### config.mk
export PLATFORM = sky130hd
export DESIGN_NAME = bitmap_id_set_min_max
export DESIGN_NICKNAME = d
export VERILOG_FILES = /design/src/design/bidsmm_pkg.sv /design/src/design/bitmap_id_set_min_max.sv /design/src/design/bidsmm_ram.sv
export SDC_FILE = /design/constraint.sdc
export NUM_CORES = 2
export LEC_CHECK = 0
export ABC_AREA = 1
export BUFFER_PORTS_ARGS = -buffer_cell sky130_fd_sc_hd__buf_2
export CORE_ASPECT_RATIO = 0.6
export CORE_MARGIN = 1.5
export CORE_UTILIZATION = 35
export DETAILED_ROUTE_END_ITERATION = 12
export HOLD_SLACK_MARGIN = 0.03
export PLACE_DENSITY = 0.53
export SLEW_MARGIN = 0
export SYNTH_ARGS = -nofsm -noshare
export SYNTH_HDL_FRONTEND = slang
export SYNTH_SLANG_ARGS = --single-unit
### constraint.sdc
create_clock -name clk_i -period 5.1 [get_ports clk_i]
set_clock_uncertainty 0.05 [all_clocks]
set_input_delay 0.51 -clock clk_i [delete_from_list [all_inputs] [get_ports clk_i]]
set_output_delay 0.51 -clock clk_i [all_outputs]
set_load 0.01 [all_outputs]
### src/design/bidsmm_pkg.sv
// ----------------------------------------------------------------------------
// bidsmm_pkg
// Shared types and constants for the bitmap id set with minimum and maximum.
// ----------------------------------------------------------------------------
`default_nettype none

package bidsmm_pkg;

  // id space and field widths
  localparam int ID_SPACE = 1024;
  localparam int ID_W     = 10;
  localparam int COUNT_W  = 11;
  localparam int ACT_W    = 2;

  // bitmap storage: 32-bit words
  localparam int WORD_W = 32;
  localparam int BPOS_W = $clog2(WORD_W);
  localparam int WORDS  = (ID_SPACE + WORD_W - 1) / WORD_W;
  localparam int WIDX_W = (WORDS > 1) ? $clog2(WORDS) : 1;

  // stream payload widths
  localparam int S_TDATA_W = 16;
  localparam int S_TUSER_W = 8;
  localparam int M_TDATA_W = 40;
  localparam int M_USED_W  = 1 + COUNT_W + ID_W + ID_W + 1;

  typedef enum logic [ACT_W-1:0] {
    ACT_ADD    = 2'd0,
    ACT_REMOVE = 2'd1,
    ACT_TEST   = 2'd2,
    ACT_CLEAR  = 2'd3
  } action_e;

endpackage

`default_nettype wire

### src/design/bitmap_id_set_min_max.sv
// ----------------------------------------------------------------------------
// bitmap_id_set_min_max
// Id set held as a bitmap in RAM, with member count, minimum and maximum.
// ----------------------------------------------------------------------------
//
//  channel  | dir | payload
//  ---------+-----+-----------------------------------------------------------
//  s_axis   | in  | tuser: action; tdata: elem_id
//  m_axis   | out | tdata: hit, member_count, min_member, max_member, is_empty
//
//  An item runs through ST_IDLE, ST_MOD and ST_DONE; clear and out-of-range
//  ids skip ST_MOD. When the removed id was the minimum or maximum, ST_SCAN
//  reads further bitmap words one at a time through the single read port of
//  the bitmap RAM, up to WORDS-1 of them. Reset clears the per-word valid
//  bits, so no clearing pass is needed. One item is in work at a time; a
//  result waiting in the output register does not stop the next transfer in.
//
`default_nettype none

module bitmap_id_set_min_max
  import bidsmm_pkg::*;
(
  input  wire logic                 clk_i,
  input  wire logic                 rst_ni,
  input  wire logic                 s_axis_tvalid,
  output logic                      s_axis_tready,
  input  wire logic [S_TDATA_W-1:0] s_axis_tdata,  // [9:0] elem_id
  input  wire logic [S_TUSER_W-1:0] s_axis_tuser,  // [1:0] action
  output logic                      m_axis_tvalid,
  input  wire logic                 m_axis_tready,
  // [0] hit, [11:1] member_count, [21:12] min_member, [31:22] max_member,
  // [32] is_empty
  output logic      [M_TDATA_W-1:0] m_axis_tdata
);

  typedef enum logic [3:0] {
    ST_IDLE = 4'b0001,
    ST_MOD  = 4'b0010,
    ST_SCAN = 4'b0100,
    ST_DONE = 4'b1000
  } state_e;

  function automatic logic [BPOS_W-1:0] lowest_set(input logic [WORD_W-1:0] w);
    logic [BPOS_W-1:0] pos;
    pos = '0;
    for (int i = WORD_W - 1; i >= 0; i--) begin
      if (w[i]) pos = BPOS_W'(i);
    end
    return pos;
  endfunction

  function automatic logic [BPOS_W-1:0] highest_set(input logic [WORD_W-1:0] w);
    logic [BPOS_W-1:0] pos;
    pos = '0;
    for (int i = 0; i < WORD_W; i++) begin
      if (w[i]) pos = BPOS_W'(i);
    end
    return pos;
  endfunction

  state_e               state_q, state_d;
  action_e              act_q, act_d;
  logic [ID_W-1:0]      id_q, id_d;
  logic                 hit_q, hit_d;
  logic [COUNT_W-1:0]   count_q, count_d;
  logic [ID_W-1:0]      min_q, min_d;
  logic [ID_W-1:0]      max_q, max_d;
  logic [WIDX_W-1:0]    scan_idx_q, scan_idx_d;
  logic                 scan_up_q, scan_up_d;
  logic [WORDS-1:0]     vld_q, vld_d;
  logic                 rd_vld_q;
  logic                 m_valid_q, m_valid_d;
  logic [M_TDATA_W-1:0] m_data_q, m_data_d;

  logic                 ram_we;
  logic [WIDX_W-1:0]    ram_waddr;
  logic [WORD_W-1:0]    ram_wdata;
  logic [WIDX_W-1:0]    ram_raddr;
  logic [WORD_W-1:0]    ram_rdata;

  action_e              in_act;
  logic [ID_W-1:0]      in_id;
  logic                 in_space;
  logic [WIDX_W-1:0]    widx;
  logic [BPOS_W-1:0]    bpos;
  logic [WORD_W-1:0]    bmask;
  logic [WORD_W-1:0]    word;
  logic [WORD_W-1:0]    word_clr;
  logic [WORD_W-1:0]    above;
  logic [WORD_W-1:0]    below;
  logic                 present;
  logic                 out_free;
  logic                 empty;

  assign in_act   = action_e'(s_axis_tuser[ACT_W-1:0]);
  assign in_id    = s_axis_tdata[ID_W-1:0];
  assign in_space = 32'(in_id) < ID_SPACE;

  assign widx     = id_q[BPOS_W +: WIDX_W];
  assign bpos     = id_q[BPOS_W-1:0];
  assign bmask    = WORD_W'(1) << bpos;
  // a word never written since the last clear reads as zero
  assign word     = ram_rdata & {WORD_W{rd_vld_q}};
  assign present  = word[bpos];
  assign word_clr = word & ~bmask;
  assign above    = word_clr & ~((WORD_W'(2) << bpos) - WORD_W'(1));
  assign below    = word_clr & (bmask - WORD_W'(1));

  assign out_free = !m_valid_q || m_axis_tready;
  assign empty    = (count_q == '0);

  assign s_axis_tready = (state_q == ST_IDLE);
  assign m_axis_tvalid = m_valid_q;
  assign m_axis_tdata  = m_data_q;

  always_comb begin
    state_d    = state_q;
    act_d      = act_q;
    id_d       = id_q;
    hit_d      = hit_q;
    count_d    = count_q;
    min_d      = min_q;
    max_d      = max_q;
    scan_idx_d = scan_idx_q;
    scan_up_d  = scan_up_q;
    vld_d      = vld_q;
    m_valid_d  = m_valid_q && !m_axis_tready;
    m_data_d   = m_data_q;
    ram_we     = 1'b0;
    ram_waddr  = widx;
    ram_wdata  = word;
    ram_raddr  = in_id[BPOS_W +: WIDX_W];

    unique case (state_q)
      ST_IDLE: begin
        if (s_axis_tvalid) begin
          act_d = in_act;
          id_d  = in_id;
          hit_d = 1'b0;
          if (in_act == ACT_CLEAR) begin
            vld_d   = '0;
            count_d = '0;
            min_d   = '0;
            max_d   = '0;
            state_d = ST_DONE;
          end else if (!in_space) begin
            state_d = ST_DONE;
          end else begin
            state_d = ST_MOD;
          end
        end
      end

      ST_MOD: begin
        state_d = ST_DONE;
        unique case (act_q)
          ACT_ADD: begin
            if (!present) begin
              ram_we      = 1'b1;
              ram_wdata   = word | bmask;
              vld_d[widx] = 1'b1;
              count_d     = count_q + COUNT_W'(1);
              hit_d       = 1'b1;
              if (empty) begin
                min_d = id_q;
                max_d = id_q;
              end else begin
                if (id_q < min_q) min_d = id_q;
                if (id_q > max_q) max_d = id_q;
              end
            end
          end
          ACT_REMOVE: begin
            if (present) begin
              ram_we    = 1'b1;
              ram_wdata = word_clr;
              count_d   = count_q - COUNT_W'(1);
              hit_d     = 1'b1;
              priority if (count_q == COUNT_W'(1)) begin
                min_d = '0;
                max_d = '0;
              end else if (id_q == min_q) begin
                if (|above) begin
                  min_d = ID_W'({widx, lowest_set(above)});
                end else begin
                  scan_idx_d = widx + WIDX_W'(1);
                  ram_raddr  = widx + WIDX_W'(1);
                  scan_up_d  = 1'b1;
                  state_d    = ST_SCAN;
                end
              end else if (id_q == max_q) begin
                if (|below) begin
                  max_d = ID_W'({widx, highest_set(below)});
                end else begin
                  scan_idx_d = widx - WIDX_W'(1);
                  ram_raddr  = widx - WIDX_W'(1);
                  scan_up_d  = 1'b0;
                  state_d    = ST_SCAN;
                end
              end else begin
                state_d = ST_DONE;
              end
            end
          end
          ACT_TEST: begin
            hit_d = present;
          end
          ACT_CLEAR: begin
            hit_d = 1'b0;
          end
          default: begin
            hit_d = 1'b0;
          end
        endcase
      end

      ST_SCAN: begin
        // another member exists, so the walk ends on a non-zero word
        if (|word) begin
          if (scan_up_q) begin
            min_d = ID_W'({scan_idx_q, lowest_set(word)});
          end else begin
            max_d = ID_W'({scan_idx_q, highest_set(word)});
          end
          state_d = ST_DONE;
        end else if (scan_up_q) begin
          scan_idx_d = scan_idx_q + WIDX_W'(1);
          ram_raddr  = scan_idx_q + WIDX_W'(1);
        end else begin
          scan_idx_d = scan_idx_q - WIDX_W'(1);
          ram_raddr  = scan_idx_q - WIDX_W'(1);
        end
      end

      ST_DONE: begin
        if (out_free) begin
          m_valid_d = 1'b1;
          m_data_d  = M_TDATA_W'({empty,
                                  empty ? {ID_W{1'b0}} : max_q,
                                  empty ? {ID_W{1'b0}} : min_q,
                                  count_q,
                                  hit_q});
          state_d   = ST_IDLE;
        end
      end

      default: begin
        state_d = ST_IDLE;
      end
    endcase
  end

  always_ff @(posedge clk_i or negedge rst_ni) begin
    if (!rst_ni) begin
      state_q   <= ST_IDLE;
      count_q   <= '0;
      min_q     <= '0;
      max_q     <= '0;
      vld_q     <= '0;
      m_valid_q <= 1'b0;
    end else begin
      state_q   <= state_d;
      count_q   <= count_d;
      min_q     <= min_d;
      max_q     <= max_d;
      vld_q     <= vld_d;
      m_valid_q <= m_valid_d;
    end
  end

  always_ff @(posedge clk_i) begin
    act_q      <= act_d;
    id_q       <= id_d;
    hit_q      <= hit_d;
    scan_idx_q <= scan_idx_d;
    scan_up_q  <= scan_up_d;
    rd_vld_q   <= vld_q[ram_raddr];
    m_data_q   <= m_data_d;
  end

  bidsmm_ram #(
    .WIDTH (WORD_W),
    .DEPTH (WORDS)
  ) u_bitmap_ram (
    .clk_i   (clk_i),
    .we_i    (ram_we),
    .waddr_i (ram_waddr),
    .wdata_i (ram_wdata),
    .raddr_i (ram_raddr),
    .rdata_o (ram_rdata)
  );

endmodule

`default_nettype wire

### src/design/bidsmm_ram.sv
// ----------------------------------------------------------------------------
// bidsmm_ram
// Generic single-write, single-read RAM with a registered read port.
// ----------------------------------------------------------------------------
`default_nettype none

module bidsmm_ram #(
  parameter int WIDTH = 32,
  parameter int DEPTH = 32
) (
  input  wire logic                     clk_i,
  input  wire logic                     we_i,
  input  wire logic [$clog2(DEPTH)-1:0] waddr_i,
  input  wire logic [WIDTH-1:0]         wdata_i,
  input  wire logic [$clog2(DEPTH)-1:0] raddr_i,
  output logic      [WIDTH-1:0]         rdata_o
);

  logic [WIDTH-1:0] mem_q [DEPTH];

  always_ff @(posedge clk_i) begin
    if (we_i) begin
      mem_q[waddr_i] <= wdata_i;
    end
    rdata_o <= mem_q[raddr_i];
  end

endmodule

`default_nettype wire
Yosys cells after proc, flatten, opt, wreduce, memory -nomap -nowiden --
Memory sizes are Yosys's and may differ from the RTL's. A register that Yosys moved wholly into a read port is not among the register bits. Index checks and enable logic that the tools add are counted.
Word-level totals: register bits after elaboration 121, bits in writable memories 1024, bits of input ports 28, logic and storage cells 322, memories kept 1
Memory list:
- u_bitmap_ram.mem_q | words 32, width 32, rd ports 1, clocked after Yosys merged registers in 1, write ports 1, line bidsmm_ram.sv:19 | logic [WIDTH-1:0] mem_q [DEPTH];
Operators by class: $add $sub $neg 8, order comparisons 6, eq/ne operators 38, shifts and indexed selects 2, muxes and demuxes 220, bitwise operators 9, reductions and logical operators 24
Operator list (count):
- $mux W5 | 141
- $mux W32 | 7
- $mux W10 | 21
- $and A32 B32 Y32 | 4
- $pmux W32 S2 | 2
- $reduce_or A32 Y1 | 3
- $not A32 Y32 | 2
- $or A32 B32 Y32 | 2
- $sub A32 B1 Y32 const B | 2
- $pmux W10 S3 | 2
- $mux W11 | 4
- $mux W4 | 11
- $pmux W11 S2 | 2
- $pmux W10 S2 | 2
- $shl A1 B5 Y32 const A | 1
- $shl A2 B5 Y32 const A | 1
- $ne A4 B4 Y1 const B | 7
- $ne A2 B2 Y1 const B | 12
- $eq A10 B10 Y1 | 2
- $pmux W5 S2 | 2
- $mux W1 | 19
- $lt A5 B6 Y1 const B | 3
- $pmux W4 S4 | 1
- $ne A3 B3 Y1 const B | 5
- 37 further kinds | 49

Longest topological paths before layout --
depth in word-level cells 42, mapped depth 43

Hierarchy --
From an unflattened synthesis, not the netlist that was laid out.
Second synthesis, totals: cells, all modules 5071, area, all modules 52718.1 um^2
By module, submodules not included:
- bidsmm_ram | instances 1, cells an instance 3536, area an instance 42405.7 um^2
- bitmap_id_set_min_max | instances 1, cells an instance 1535, area an instance 10312.4 um^2

Worst setup path before layout --
OpenSTA, ideal clock, no wires.
path kind register -> register, from register id_q[1], to memory u_bitmap_ram.mem_q[17][0], enable pin, data arrival time 4.503 ns, setup slack 0.086 ns, cell stages (with the launch flop) 17, buffers on the path 2, clock period less this slack 5.014 ns, cell sequence edfxtp_1 > inv_2 > nor2_4 > buf_4 > inv_1 > o22ai_1 > a21oi_1 > o211ai_1 > nand3_1 > nand2_1 > inv_1 > nand2_1 > nand2_1 > nand2_1 > o211ai_1 > clkbuf_1 > nor3_1
On the way: longest elaborated chain between the ends 7, elaborated cells on any way between the ends 8
RTL lines:
- start, declared | line bitmap_id_set_min_max.sv:63 | logic [ID_W-1:0] id_q, id_d;
- start signal, assigned | line bitmap_id_set_min_max.sv:273 | id_q <= id_d;
- $bmux W1 S5 (*) | line bitmap_id_set_min_max.sv:104 | assign present = word[bpos];
- $mux W1 (implied by the code) (*) | line bitmap_id_set_min_max.sv:104
- $mux W1 (on tied branches) | line bitmap_id_set_min_max.sv:174, bitmap_id_set_min_max.sv:158
- $pmux W1 S2 (*) | line bitmap_id_set_min_max.sv:156 | unique case (act_q)
- $mux W1 (*) | line bitmap_id_set_min_max.sv:134 | unique case (state_q)
- $mux W1 (*) | line bidsmm_ram.sv:22 | if (we_i) begin
- $mux W1 (implied by the code) (*) | line bidsmm_ram.sv:23 | mem_q[waddr_i] <= wdata_i;
- end, declared | line bidsmm_ram.sv:19
Mark *: on every way between the ends. The rest lies on a longest branch, timed or not. The select of a mux whose other input is x is not followed.

Worst setup path in the final report --
from register id_q[1], to register u_bitmap_ram.rdata_o[31] (read register of u_bitmap_ram.mem_q)
On the way: longest elaborated chain between the ends 12, elaborated cells on any way between the ends 23
RTL lines:
- parallel branches: the longest is 9 deep, another holds $sub A32 B1 Y32
- $mux W5 (*) | line bitmap_id_set_min_max.sv:174 | if (present) begin
- $mux W5 (*) | line bitmap_id_set_min_max.sv:156
- $pmux W5 S2 (*) | line bitmap_id_set_min_max.sv:134
- end, declared | line bidsmm_ram.sv:16 | output logic [WIDTH-1:0] rdata_o
Every way passes the cells marked *. The select of a mux whose other input is x is not followed. A chain may end at the register's enable or synchronous reset.

==> impl_metrics.csv <==
group,metric,value,unit
cts,cts_sinks,1177,
layout,syn2layout_area_growth,17.3,%
flow_run,max_capacitance_violation_count,0,
hold_path,min_path_type,"in -> async",
worst_setup_path,crit_path_max_incr_delay,520,ps
worst_setup_path,crit_path_class,"reg -> reg",
layout,filler_cell_count,14000,
yosys,postSynthCellCount,4403,
power_and_ir_drop,power_density,594,nW/µm²
floorplanning,core_area,147000,µm²
yosys,synth.yosys.seq_area_share,66.6,%
grt,grt_overflow_total,0,
yosys,synth_top_area_cells,"sky130_fd_sc_hd__edfxtp_1, sky130_fd_sc_hd__o211ai_1, sky130_fd_sc_hd__nand2_1",
detailed_routing,num_vias,37000,
timing,tightestPinTransition,1230,ps
yosys,count_of_flip_flops_with_a_built_in_enable_after_synthesis,1076,
worst_setup_path,worst_setup_path_startpoint,"id_q[1]",
layout,antenna_cells_inserted,0,
cts,htree_num_levels,3,
cts,clockBufferDepth,3,
cts,tritoncts,"yes",
yosys,yosysTopAreaCellShare,62.1,%
cts,path_clk_slew,80,ps
floorplanning,row_count,109,
yosys,yosysUniqueCellTypes,58,
layout,final_layout_size_suffix_gt1_share,15.8,%
grt,grt_max_degree,72,
timing,period_share,97.3,%
cts,cts-buffers-inserted,105,
detailed_routing,vias_per_cell,5.53,
floorplanning,die_area,151000,µm²
yosys,ys_dominant_reg_cell,"sky130_fd_sc_hd__edfxtp_1",
yosys,yosysTopAreaCell,"sky130_fd_sc_hd__edfxtp_1",
grt,vias_in_the_first_global_route,34200,
timing,setup_total_negative_slack,0,ps
layout,fin_nets,4671,
worst_setup_path,worstSetupStartpointType,"flip-flop",
timing,setup-violations-final,0,
cts,cts.root.buffer_cell,"sky130_fd_sc_hd__clkbuf_16",
worst_setup_path,timing.rr.end,"u_bitmap_ram.rdata_o[31]",
floorplanning,chipWidth,501,µm
floorplanning,initial_utilization,35.3,%
yosys,synth-async-reset-ratio,5.78,%
detailed_routing,first_iter_violations,4722,
worst_setup_path,critical_path.slowest_cell,"sky130_fd_sc_hd__edfxtp_1",
worst_setup_path,cp.required,5650,ps
yosys,synth.ff_latch_count,1177,
detailed_routing,route.antenna.remaining_nets,0,
worst_setup_path,critical_path.endpoint_type,"flip-flop",
placement,dp_hpwl,99800,µm
grt,antenna_found_initial,1,
worst_setup_path,r2r_start,"id_q[1]",
timing,maxSlewViolCount,0,
yosys,post-synth-top-count-cell,"sky130_fd_sc_hd__edfxtp_1",
detailed_routing,average_routed_wire_per_standard_cell,25.8,µm
timing,finalHoldViolCount,0,
worst_setup_path,last_element_of_the_critical_path,"u_bitmap_ram.rdata_o[31]",
power_and_ir_drop,post-layout-total-power,36200,µW
power_and_ir_drop,irDropWorstVdd,324,µV
floorplanning,die-height,302,µm
detailed_routing,detail_route.drc_violations,0,
grt,grt_first_pass_wirelength,246000,µm
worst_setup_path,critical_path.most_common_cell,"sky130_fd_sc_hd__nand2_1",
yosys,post_synth_most_frequent_cells,"sky130_fd_sc_hd__edfxtp_1, sky130_fd_sc_hd__nand2_1, sky130_fd_sc_hd__o211ai_1, sky130_fd_sc_hd__nor2_1, sky130_fd_sc_hd__nand3_1",
worst_setup_path,worst-path-max-fanout,27,
timing,final_worst_hold_slack,138,ps
detailed_routing,route.final.wire_length,172000,µm
yosys,ys.warnings.count,0,
timing,timing.fmax,202,MHz
worst_setup_path,setup.reg_to_reg.worst_slack,140,ps
floorplanning,floorplan.io_pins,70,
grt,total_global_routing_track_utilization,22.1,%
cts,worst_skew_pair.late_latency,740,ps
timing,max-slew-margin-rel,17.8,%
timing,layout_min_cycle_time,4960,ps
status,run_status,"complete, no violations",
worst_setup_path,r2r.worst_path.cells,33,
worst_setup_path,data_arrival_time_of_the_critical_path,5510,ps
power_and_ir_drop,leakagePower,0.0212,µW
detailed_routing,drt-pass1-iter-count,6,
yosys,postSynthAreaPerCell,11.8,µm²
placement,gp_routability_congestion,0.949,
yosys,synth.cell_area,52000,µm²
placement,place.port_buffers,50,
## where the power goes
group / leakage (µW) / switching (µW) / internal, µW / total, µW
Clock: 0.00169 / 3750 / 4420 / 8170
Sequential: 0.0110 / 342 / 12500 / 12900
Combinational: 0.00846 / 10400 / 4740 / 15200
## stage by stage
stage	util [%]	area [µm²]	worst slack, ps	cells
final	41.4	61000	138	6698
after global routing	41.4	61000	-47.3	6698
after CTS	40.8	60200	8.50	6652
after detailed placement	38.4	56600	103	6441
after global placement	38.4	56600	117	6441
after floorplan	-	52100	85.9	4409
## routing by layer
metal,up-vias,track usage [%],part of all wire (%)
met2,1656,30.1,40
li1,16600,-,-
met5,-,0,0
met3,182,3.80,9.5
met4,0,4.23,1.7
met1,18600,36.0,49
## what timing repair did
item / in CTS / in global routing
buffers inserted: 0 / 38
gates resized for setup: 0 / 69
hold buffers: 14 / 0
endpoints found under the setup margin: 0 / 33
hold endpoints to repair: 23 / 0
## worst max-delay path: cells and delay by family (launching register included)
| kind | cells | cell delay (ps) |
|---|---|---|
| AO/OA/AOI/OAI | 2 | 220 |
| flip-flops | 1 | 520 |
| buffers and inverters | 6 | 940 |
| XOR/XNOR | 1 | 150 |
| AND/OR/NAND/NOR | 24 | 2890 |
## flip-flops by register name, indices dropped and copies added (netlist names), 5 cells and up
name                  flops
count_q                  11
m_axis_tdata             33
max_q                    10
u_bitmap_ram.mem_q     1024
u_bitmap_ram.rdata_o     32
min_q                    10
scan_idx_q                5
vld_q                    32
id_q                     10
## cell families (layout without fill, tap and decap cells)
logic type	Yosys count	count (layout)	synth area share [%]
buffers and inverters	492	781	4.18
xor gates and xnor gates	18	18	0.303
adders and majority gates	33	33	0.808
and+or+nand+nor	1668	1670	15.3
DFF	1177	1177	66.6
AOI/OAI and AO/OA	1014	1014	12.8
other	1	7	0.00721
## final cells by class
cell class                      count  area (µm²)  area share (%)
Sequential cell                  1177       34700            56.8
Multi-Input combinational cell   2742       15800            25.9
Timing Repair Buffer              365        3730            6.12
Clock buffer                      128        2790            4.56
Tap cell                         1998        2500            4.10
Inverter                          217         871            1.43
Clock inverter                     69         657            1.08
Timing Repair inverter              2        22.5          0.0369
## worst min path at each step
stage | startpoint | to | cells after the start | slack (ps)
floorplan | rst_ni | count_q[0] | 0 | 160
global placement | rst_ni | min_q[4] | 1 | 350
detailed placement | rst_ni | max_q[1] | 1 | 350
CTS | rst_ni | min_q[2] | 2 | 100
global route | rst_ni | max_q[4] | 2 | 140
finish | rst_ni | min_q[2] | 2 | 140
## cell usage in the layout, fill, tap and decap left out, types with 8 or more instances in the layout
cell type,count
sky130_fd_sc_hd__a211oi_1,10
sky130_fd_sc_hd__a21oi_1,101
sky130_fd_sc_hd__inv_1,194
sky130_fd_sc_hd__a21oi_2,12
sky130_fd_sc_hd__nand2_1,528
sky130_fd_sc_hd__dfxtp_1,33
sky130_fd_sc_hd__buf_12,74
sky130_fd_sc_hd__nor2_4,21
sky130_fd_sc_hd__inv_2,9
sky130_fd_sc_hd__o21ai_0,180
sky130_fd_sc_hd__nand3_1,297
sky130_fd_sc_hd__or2_1,140
sky130_fd_sc_hd__ha_1,31
sky130_fd_sc_hd__clkinv_1,29
sky130_fd_sc_hd__edfxtp_1,1076
sky130_fd_sc_hd__nor2_2,8
sky130_fd_sc_hd__clkbuf_1,17
sky130_fd_sc_hd__buf_2,50
sky130_fd_sc_hd__o22ai_1,10
sky130_fd_sc_hd__or2_2,72
sky130_fd_sc_hd__clkinv_2,24
sky130_fd_sc_hd__xor2_1,12
sky130_fd_sc_hd__o2111ai_1,11
sky130_fd_sc_hd__dlygate4sd3_1,14
sky130_fd_sc_hd__nand4_2,8
sky130_fd_sc_hd__nor3_2,31
sky130_fd_sc_hd__nor2_1,335
sky130_fd_sc_hd__nor3_1,14
sky130_fd_sc_hd__buf_4,213
sky130_fd_sc_hd__nand2_2,22
sky130_fd_sc_hd__clkbuf_16,110
sky130_fd_sc_hd__a31oi_1,29
sky130_fd_sc_hd__nand4_1,21
sky130_fd_sc_hd__bufinv_16,10
sky130_fd_sc_hd__dfrtp_1,67
sky130_fd_sc_hd__or2_0,144
sky130_fd_sc_hd__o21ai_1,78
sky130_fd_sc_hd__o211ai_1,539
No activity file was read; power rests on OpenSTA's default activity.
